--- src/lts_pkg.sv ---
package lts_pkg;

    localparam int MAX_NODES_DEF = 16;
    localparam int RUN_LIMIT = 16;

    localparam int APB_ADDR_W = 3;
    localparam int APB_DATA_W = 32;

    localparam int NODE_W = 4;
    localparam int LAYER_W = 4;
    localparam int COUNT_W = 5;

    localparam logic KIND_WRITE = 1'b0;
    localparam logic KIND_RUN = 1'b1;

    localparam logic REG_NODE_COUNT = 1'b0;

    typedef enum logic [1:0] {
        ST_IDLE,
        ST_WRITE,
        ST_SCAN
    } state_t;

    typedef struct packed {
        logic              kind;
        logic [NODE_W-1:0] row_node;
        logic [NODE_W-1:0] col_node;
        logic              edge_bit;
    } item_t;

    typedef struct packed {
        logic               valid;
        logic [NODE_W-1:0]  node_index;
        logic [LAYER_W-1:0] layer;
        logic               cycle_error;
        logic               last;
    } result_t;

endpackage

--- src/lts_apb.sv ---
module lts_apb
    import lts_pkg::*;
(
    input  logic                  clk,
    input  logic                  rst_n,
    input  logic                  psel,
    input  logic                  penable,
    input  logic                  pwrite,
    input  logic [APB_ADDR_W-1:0] paddr,
    input  logic [APB_DATA_W-1:0] pwdata,
    output logic [APB_DATA_W-1:0] prdata,
    output logic                  pready,
    output logic [COUNT_W-1:0]    node_count
);

    logic [COUNT_W-1:0] node_count_reg;
    logic               reg_sel;

    assign reg_sel = (paddr[APB_ADDR_W-1] == REG_NODE_COUNT);

    always_ff @(posedge clk or negedge rst_n)
    begin
        if (!rst_n)
        begin
            node_count_reg <= '0;
        end
        else if (psel && penable && pwrite && reg_sel)
        begin
            node_count_reg <= pwdata[COUNT_W-1:0];
        end
    end

    assign pready = 1'b1;
    assign prdata = reg_sel ? APB_DATA_W'(node_count_reg) : '0;
    assign node_count = node_count_reg;

endmodule

--- src/lts_dep_mem.sv ---
module lts_dep_mem
    import lts_pkg::*;
#(
    parameter int MAX_NODES = MAX_NODES_DEF
)
(
    input  logic                         clk,
    input  logic                         rst_n,
    input  logic                         rd_en,
    input  logic [$clog2(MAX_NODES)-1:0] rd_addr,
    output logic [MAX_NODES-1:0]         rd_data,
    input  logic                         wr_en,
    input  logic [$clog2(MAX_NODES)-1:0] wr_addr,
    input  logic [MAX_NODES-1:0]         wr_data
);

    logic [MAX_NODES-1:0] mem_reg [MAX_NODES];
    logic [MAX_NODES-1:0] rd_data_reg;
    logic [MAX_NODES-1:0] row_valid_reg;
    logic                 rd_valid_reg;

    always_ff @(posedge clk)
    begin
        if (wr_en)
        begin
            mem_reg[wr_addr] <= wr_data;
        end
        if (rd_en)
        begin
            rd_data_reg <= mem_reg[rd_addr];
        end
    end

    // Rows never written read as zero, which is the reset contents.
    always_ff @(posedge clk or negedge rst_n)
    begin
        if (!rst_n)
        begin
            row_valid_reg <= '0;
            rd_valid_reg <= 1'b0;
        end
        else
        begin
            if (wr_en)
            begin
                row_valid_reg[wr_addr] <= 1'b1;
            end
            if (rd_en)
            begin
                rd_valid_reg <= row_valid_reg[rd_addr];
            end
        end
    end

    assign rd_data = rd_valid_reg ? rd_data_reg : '0;

endmodule

--- src/lts_ctrl.sv ---
module lts_ctrl
    import lts_pkg::*;
#(
    parameter int MAX_NODES = MAX_NODES_DEF
)
(
    input  logic                         clk,
    input  logic                         rst_n,
    input  logic                         start,
    input  item_t                        item,
    input  logic [COUNT_W-1:0]           node_count,
    output logic                         busy,
    output result_t                      result,
    output logic                         rd_en,
    output logic [$clog2(MAX_NODES)-1:0] rd_addr,
    input  logic [MAX_NODES-1:0]         rd_data,
    output logic                         wr_en,
    output logic [$clog2(MAX_NODES)-1:0] wr_addr,
    output logic [MAX_NODES-1:0]         wr_data
);

    localparam int LIM = (MAX_NODES < RUN_LIMIT) ? MAX_NODES : RUN_LIMIT;
    localparam int IDX_W = $clog2(MAX_NODES);
    localparam int CNT_W = $clog2(LIM + 1);
    localparam int CHK_W = $clog2(LIM);

    state_t               state_reg, state_next;
    logic [CNT_W-1:0]     n_reg, n_next;
    logic [CNT_W-1:0]     rd_idx_reg, rd_idx_next;
    logic                 chk_vld_reg, chk_vld_next;
    logic [CHK_W-1:0]     chk_idx_reg, chk_idx_next;
    logic [MAX_NODES-1:0] remaining_reg, remaining_next;
    logic [MAX_NODES-1:0] ready_acc_reg, ready_acc_next;
    logic                 all_ready_reg, all_ready_next;
    logic [LAYER_W-1:0]   layer_reg, layer_next;
    logic [IDX_W-1:0]     wr_row_reg, wr_row_next;
    logic [IDX_W-1:0]     wr_col_reg, wr_col_next;
    logic                 wr_set_reg, wr_set_next;
    result_t              result_reg, result_next;

    logic                 accept;
    logic                 addr_ok;
    logic [CNT_W-1:0]     n_eff;
    logic [MAX_NODES-1:0] active;
    logic                 scan_last;
    logic                 node_rem;
    logic                 node_ready;
    logic                 none_above;
    logic                 all_ready_now;
    logic [MAX_NODES-1:0] node_bit;
    logic [MAX_NODES-1:0] ready_now;
    logic [MAX_NODES-1:0] remaining_after;
    logic [MAX_NODES-1:0] col_mask;

    assign accept = start && (state_reg == ST_IDLE);
    assign busy = (state_reg != ST_IDLE);
    assign addr_ok = (int'(item.row_node) < MAX_NODES) && (int'(item.col_node) < MAX_NODES);
    assign n_eff = (int'(node_count) > LIM) ? CNT_W'(LIM) : CNT_W'(node_count);

    always_comb
    begin
        for (int k = 0; k < MAX_NODES; k++)
        begin
            active[k] = (k < int'(n_eff));
        end
    end

    assign scan_last = chk_vld_reg && (CNT_W'(chk_idx_reg) == n_reg - CNT_W'(1));
    assign node_bit = MAX_NODES'(1) << chk_idx_reg;
    assign node_rem = remaining_reg[IDX_W'(chk_idx_reg)];
    assign node_ready = chk_vld_reg && node_rem && ((rd_data & remaining_reg) == '0);
    assign none_above = ((remaining_reg >> chk_idx_reg) >> 1) == '0;
    assign all_ready_now = all_ready_reg && (!chk_vld_reg || !node_rem || node_ready);
    assign ready_now = ready_acc_reg | (node_ready ? node_bit : '0);
    assign remaining_after = remaining_reg & ~ready_now;
    assign col_mask = MAX_NODES'(1) << wr_col_reg;

    always_comb
    begin
        state_next = state_reg;
        unique case (state_reg)
            ST_IDLE:
            begin
                if (accept)
                begin
                    case (item.kind)
                        KIND_WRITE: state_next = addr_ok ? ST_WRITE : ST_IDLE;
                        KIND_RUN:   state_next = (n_eff != '0) ? ST_SCAN : ST_IDLE;
                        default:    state_next = ST_IDLE;
                    endcase
                end
            end
            ST_WRITE:
            begin
                state_next = ST_IDLE;
            end
            ST_SCAN:
            begin
                if (scan_last && ((ready_now == '0) || (remaining_after == '0)))
                begin
                    state_next = ST_IDLE;
                end
            end
            default:
            begin
                state_next = ST_IDLE;
            end
        endcase
    end

    always_comb
    begin
        n_next = n_reg;
        rd_idx_next = rd_idx_reg;
        chk_vld_next = 1'b0;
        chk_idx_next = chk_idx_reg;
        remaining_next = remaining_reg;
        ready_acc_next = ready_acc_reg;
        all_ready_next = all_ready_reg;
        layer_next = layer_reg;
        wr_row_next = wr_row_reg;
        wr_col_next = wr_col_reg;
        wr_set_next = wr_set_reg;
        result_next = '0;
        rd_en = 1'b0;
        rd_addr = IDX_W'(rd_idx_reg);
        wr_en = 1'b0;
        wr_addr = wr_row_reg;
        wr_data = wr_set_reg ? (rd_data | col_mask) : (rd_data & ~col_mask);

        unique case (state_reg)
            ST_IDLE:
            begin
                if (accept && (item.kind == KIND_WRITE))
                begin
                    rd_en = addr_ok;
                    rd_addr = IDX_W'(item.row_node);
                    wr_row_next = IDX_W'(item.row_node);
                    wr_col_next = IDX_W'(item.col_node);
                    wr_set_next = item.edge_bit;
                end
                else if (accept)
                begin
                    n_next = n_eff;
                    remaining_next = active;
                    ready_acc_next = '0;
                    all_ready_next = 1'b1;
                    layer_next = '0;
                    rd_idx_next = '0;
                end
            end
            ST_WRITE:
            begin
                wr_en = 1'b1;
            end
            ST_SCAN:
            begin
                if (rd_idx_reg < n_reg)
                begin
                    rd_en = 1'b1;
                    rd_idx_next = rd_idx_reg + CNT_W'(1);
                    chk_vld_next = 1'b1;
                    chk_idx_next = CHK_W'(rd_idx_reg);
                end
                ready_acc_next = ready_now;
                all_ready_next = all_ready_now;
                if (node_ready)
                begin
                    result_next.valid = 1'b1;
                    result_next.node_index = NODE_W'(chk_idx_reg);
                    result_next.layer = layer_reg;
                    result_next.last = all_ready_now && none_above;
                end
                if (scan_last)
                begin
                    if (ready_now == '0)
                    begin
                        result_next.valid = 1'b1;
                        result_next.node_index = '0;
                        result_next.layer = layer_reg;
                        result_next.cycle_error = 1'b1;
                        result_next.last = 1'b1;
                    end
                    else
                    begin
                        remaining_next = remaining_after;
                        ready_acc_next = '0;
                        all_ready_next = 1'b1;
                        rd_idx_next = '0;
                        if (remaining_after != '0)
                        begin
                            layer_next = layer_reg + LAYER_W'(1);
                        end
                    end
                end
            end
            default:
            begin
                rd_en = 1'b0;
            end
        endcase
    end

    always_ff @(posedge clk or negedge rst_n)
    begin
        if (!rst_n)
        begin
            state_reg <= ST_IDLE;
            n_reg <= '0;
            rd_idx_reg <= '0;
            chk_vld_reg <= 1'b0;
            chk_idx_reg <= '0;
            remaining_reg <= '0;
            ready_acc_reg <= '0;
            all_ready_reg <= 1'b1;
            layer_reg <= '0;
            result_reg <= '0;
        end
        else
        begin
            state_reg <= state_next;
            n_reg <= n_next;
            rd_idx_reg <= rd_idx_next;
            chk_vld_reg <= chk_vld_next;
            chk_idx_reg <= chk_idx_next;
            remaining_reg <= remaining_next;
            ready_acc_reg <= ready_acc_next;
            all_ready_reg <= all_ready_next;
            layer_reg <= layer_next;
            result_reg <= result_next;
        end
    end

    always_ff @(posedge clk)
    begin
        wr_row_reg <= wr_row_next;
        wr_col_reg <= wr_col_next;
        wr_set_reg <= wr_set_next;
    end

    assign result = result_reg;

endmodule

--- src/layered_topological_sort.sv ---
// Layered topological sort over a dependency bit matrix held in a memory.
// Bit j of row i set means node i depends on node j.
// Configuration: one APB register at byte address 0, node_count. Write it only
// while busy is low.
// Commands: a transaction is accepted at a rising edge with start high and busy
// low. A write command (kind 0) sets or clears one bit with a read-modify-write
// of its row; busy is high while the row is written back.
// A run command (kind 1) sorts the first node_count nodes, at most MAX_NODES
// and RUN_LIMIT. Each layer is one pass over the rows, one row read per cycle.
// Results: result_valid marks each result transaction for exactly one cycle.
// Node results of a layer come in ascending index during that layer's pass,
// each registered after its row passes the memory read register; last marks
// the final result of the run. A cycle in the remaining nodes ends the run
// with one result flagged by cycle_error.
// The receiver cannot stall the results, and the final result of a run may
// still be on the ports in the cycle in which the next command is accepted.
// Reset clears the matrix, node_count and the control state but the write row, column and bit.
module layered_topological_sort
    import lts_pkg::*;
#(
    parameter int MAX_NODES = MAX_NODES_DEF
)
(
    input  logic                  clk,
    input  logic                  rst_n,
    input  logic                  psel,
    input  logic                  penable,
    input  logic                  pwrite,
    input  logic [APB_ADDR_W-1:0] paddr,
    input  logic [APB_DATA_W-1:0] pwdata,
    output logic [APB_DATA_W-1:0] prdata,
    output logic                  pready,
    input  logic                  start,
    output logic                  busy,
    input  logic                  kind,
    input  logic [NODE_W-1:0]     row_node,
    input  logic [NODE_W-1:0]     col_node,
    input  logic                  edge_bit,
    output logic                  result_valid,
    output logic [NODE_W-1:0]     node_index,
    output logic [LAYER_W-1:0]    layer,
    output logic                  cycle_error,
    output logic                  last
);

    localparam int IDX_W = $clog2(MAX_NODES);

    logic [COUNT_W-1:0]   node_count;
    item_t                item;
    result_t              result;
    logic                 rd_en;
    logic [IDX_W-1:0]     rd_addr;
    logic [MAX_NODES-1:0] rd_data;
    logic                 wr_en;
    logic [IDX_W-1:0]     wr_addr;
    logic [MAX_NODES-1:0] wr_data;

    assign item.kind = kind;
    assign item.row_node = row_node;
    assign item.col_node = col_node;
    assign item.edge_bit = edge_bit;

    lts_apb u_apb (
        .clk        (clk),
        .rst_n      (rst_n),
        .psel       (psel),
        .penable    (penable),
        .pwrite     (pwrite),
        .paddr      (paddr),
        .pwdata     (pwdata),
        .prdata     (prdata),
        .pready     (pready),
        .node_count (node_count)
    );

    lts_dep_mem #(
        .MAX_NODES (MAX_NODES)
    ) u_mem (
        .clk     (clk),
        .rst_n   (rst_n),
        .rd_en   (rd_en),
        .rd_addr (rd_addr),
        .rd_data (rd_data),
        .wr_en   (wr_en),
        .wr_addr (wr_addr),
        .wr_data (wr_data)
    );

    lts_ctrl #(
        .MAX_NODES (MAX_NODES)
    ) u_ctrl (
        .clk        (clk),
        .rst_n      (rst_n),
        .start      (start),
        .item       (item),
        .node_count (node_count),
        .busy       (busy),
        .result     (result),
        .rd_en      (rd_en),
        .rd_addr    (rd_addr),
        .rd_data    (rd_data),
        .wr_en      (wr_en),
        .wr_addr    (wr_addr),
        .wr_data    (wr_data)
    );

    assign result_valid = result.valid;
    assign node_index = result.node_index;
    assign layer = result.layer;
    assign cycle_error = result.cycle_error;
    assign last = result.last;

endmodule

--- config.mk ---
export PLATFORM = sky130hd
export DESIGN_NAME = layered_topological_sort
export DESIGN_NICKNAME = d
export VERILOG_FILES = /design/src/lts_pkg.sv /design/src/lts_apb.sv /design/src/lts_dep_mem.sv /design/src/lts_ctrl.sv /design/src/layered_topological_sort.sv
export SDC_FILE = /design/constraint.sdc
export NUM_CORES = 1
export LEC_CHECK = 0
export BUFFER_PORTS_ARGS = -buffer_cell sky130_fd_sc_hd__buf_4
export CORE_ASPECT_RATIO = 1.1
export CORE_UTILIZATION = 45
export DETAILED_ROUTE_END_ITERATION = 10
export SLEW_MARGIN = 5
export SYNTH_ARGS = -nofsm -noshare
export SYNTH_HDL_FRONTEND = slang
export SYNTH_SLANG_ARGS = --single-unit
--- constraint.sdc ---
create_clock -name clk -period 2.89 [get_ports clk]
set_input_delay 0.289 -clock clk [delete_from_list [all_inputs] [get_ports clk]]
set_output_delay 0.289 -clock clk [all_outputs]
set_load 0.02 [all_outputs]
==> qor.txt <==
most frequent cells in the layout -> edfxtp_1 (281), buf_4 (197), nand2_1 (84)
Clock Tree Root -> clkbuf_16
initial antenna violation count -> 0
crit end category -> flip-flop
vias per inst -> 5.67
leading cell type in the layout, fill and taps excluded -> edfxtp_1
Distinct cells, synth -> 75
crit-path max FO -> 13
Post-Route WL -> 41700 um
Iteration-0 DRC Markers -> 806
overall power -> 20300 uW
row count -> 72
final critical-path required period -> 2890 ps
top post-synthesis cells by area -> edfxtp_1 (52%), dfrtp_1 (13%), mux4_2 (9.5%)
Worst Hold Class -> input pin to asynchronous set/reset pin
reg-to-reg startpoint -> u_ctrl.state_reg[1]$_DFFE_PN0P_
crit-path leading delay family -> multiplexers
TNS Setup -> -1.11 ps
skew final -> 13.1 ps
ratio of cells with drive above 1 in the final layout -> 0.346
final hold vios -> 0
Hold WS -> 241 ps
IO buf count -> 38
TritonCTS clock tree -> yes
DRC -> 0
sequential area share after synthesis -> 0.659
Arr. time, crit path -> 3180 ps
outcome -> complete, but fails checks
Post-Place Setup Slack -> -151 ps
Worst path depth -> 9
DRT Pass-1 Iters -> 5
Die Span Y -> 200 um
HPWL Detailed -> 26500 um
Setup CP Type -> flip-flop to flip-flop
Tot GR Track Use -> 0.236
vias in the first global route -> 10400
final setup vio count -> 1
Slowest-stage cell, CP -> mux4_2
most common flop cell mapped by yosys -> edfxtp_1
DRT antenna net count -> 0
Pwr Density -> 1010 nW/um^2
CP startpoint kind -> flip-flop
Static Leak -> 0.00752 uW
Syn. warnings -> 0
grt total ovfl -> 0
post-synthesis register bit count -> 368
RePlAce Congestion -> 0.915
H-tree lvl count -> 2
pin count of the biggest net entering global routing -> 39
post-synthesis cell area -> 16100 um^2
die area -> 36500 um^2
Worst Setup SP -> u_ctrl.state_reg[1]$_DFFE_PN0P_
Final nets -> 1367
routed len/inst -> 22.9 um
Clock Latency Late Sink -> 570 ps
Async S/R FF share, synth -> 0.236
Via Count -> 10300
Inserted Diodes -> 0
Core Util, Final -> 0.571
clock slew at reported path FFs -> 60 ps
Die Wd -> 182 um
clk buf depth -> 3
Largest register FFs -> 256
area leader, netlist -> edfxtp_1
largest stage delay on the critical path -> 490 ps
CP required -> 3180 ps
P&R area growth vs syn -> 24.9%
R2R depth -> 9
CTS Buf Count -> 39
violated checks -> negative setup slack
fin. max-slew vios -> 0
Setup WS post-layout -> -1.11 ps
RSZ-0062 raised after global routing -> true
Peak VDD IR -> 0.000642 V
WP buf/inv -> 3
Post-synth EDFFs -> 281
Max Clk Rate -> 346 MHz
Final Cycle Share -> 1.00
clk sinks -> 368
Starting Density -> 0.457
first-pass GRT wire length -> 63500 um
# IOs -> 96
Synth top area share -> 0.524
Slew @ Worst Pin -> 1230 ps
crit-path cells -> or2_4 -> nor3b_4 -> mux2i_4 -> buf_12 -> buf_16 -> buf_4 -> mux4_2 -> a211oi_2 -> a31oi_1
Slew headroom -> 0.170
Cells after Synth -> 1094
Core Box Area -> 35200 um^2
syn_area_per_cell -> 14.7 um^2
Max Cap Violations -> 0
worst register-to-register path, stage by stage, from the launching register on:
cell and delay, ps:
dfrtp_1 390, or2_4 270, nor3b_4 320, mux2i_4 340
buf_12 190, buf_16 180, buf_4 130, mux4_2 490
a211oi_2 220, a31oi_1 80
metal layers:
metal	vias to the layer above	share of wire	GRT usage
li1	4619	-	-
met1	5285	0.41	0.308
met2	310	0.50	0.388
met3	86	0.050	0.0353
met4	0	0.041	0.113
met5	-	0	0
repair_timing:
item	CTS	global route
hold endpoints to repair	49	0
endpoints found under the setup margin	48	52
buffers inserted	13	14
gates cloned	3	0
pin swaps	4	17
hold buffers	17	0
gates resized for setup	22	42
Yosys cell counts, types with 10 or more instances:
cell type / number
o21ai_0: 27
mux2i_1: 10
a211oi_1: 21
o211ai_1: 20
nand2_1: 84
mux2_2: 12
and2_1: 25
o21ai_1: 15
a31oi_1: 19
inv_1: 15
or2_2: 20
nand3_1: 11
nor2_1: 57
dfrtp_1: 86
a21oi_1: 43
nor3_1: 19
edfxtp_1: 281
buf_4: 33
o31ai_1: 11
mux4_2: 68
nand2b_1: 21
clkbuf_1: 44
buf_2: 10
nor2b_1: 16
worst paths after layout:
kind | slack (ps) | to
worst max-delay path | -1 | u_mem.rd_data_reg[10]$_DFFE_PP_
worst min-delay path | 240 | u_ctrl.ready_acc_reg[13]$_DFFE_PN0P_
worst max register to register | -1 | u_mem.rd_data_reg[10]$_DFFE_PP_
worst min register to register | 460 | u_mem.row_valid_reg[3]$_DFFE_PN0P_
max in group asynchronous | 1970 | u_apb.node_count[2]$_DFFE_PN0P_
min in group clk | 270 | u_apb.node_count[0]$_DFFE_PN0P_
where the power goes:
group	total [uW]	internal (uW)	switching [uW]
Clock	5070	3030	2040
Sequential	7240	6630	611
Combinational	8010	3950	4060
layout make-up:
cell class              instances  area [um^2]
fillers                      2774        15100
flip-flops and latches        368        10600
multi-input cells             644         5410
repair buffers                240         2120
clock buffers                  54         1100
well taps                     481          602
clock inverters                15          185
inverters                      16         60.1
cell families after synthesis:
kind of cell / Yosys count / synth area share
buf+inv: 108 / 0.0341
fa+ha+maj: 7 / 0.00544
other cells: 2 / 0.000466
simple gates: 291 / 0.0915
compound gates: 220 / 0.0952
mux: 90 / 0.110
xor+xnor: 8 / 0.00435
flops: 368 / 0.659
metrics by stage:
step                      cell area [um^2]  cells
after floorplan                      16300   1120
final                                20100   1818
after CTS                            19800   1805
after global routing                 20100   1818
after detailed placement             18100   1703
after global placement               18100   1703
Power figures use the tool's default switching activity.
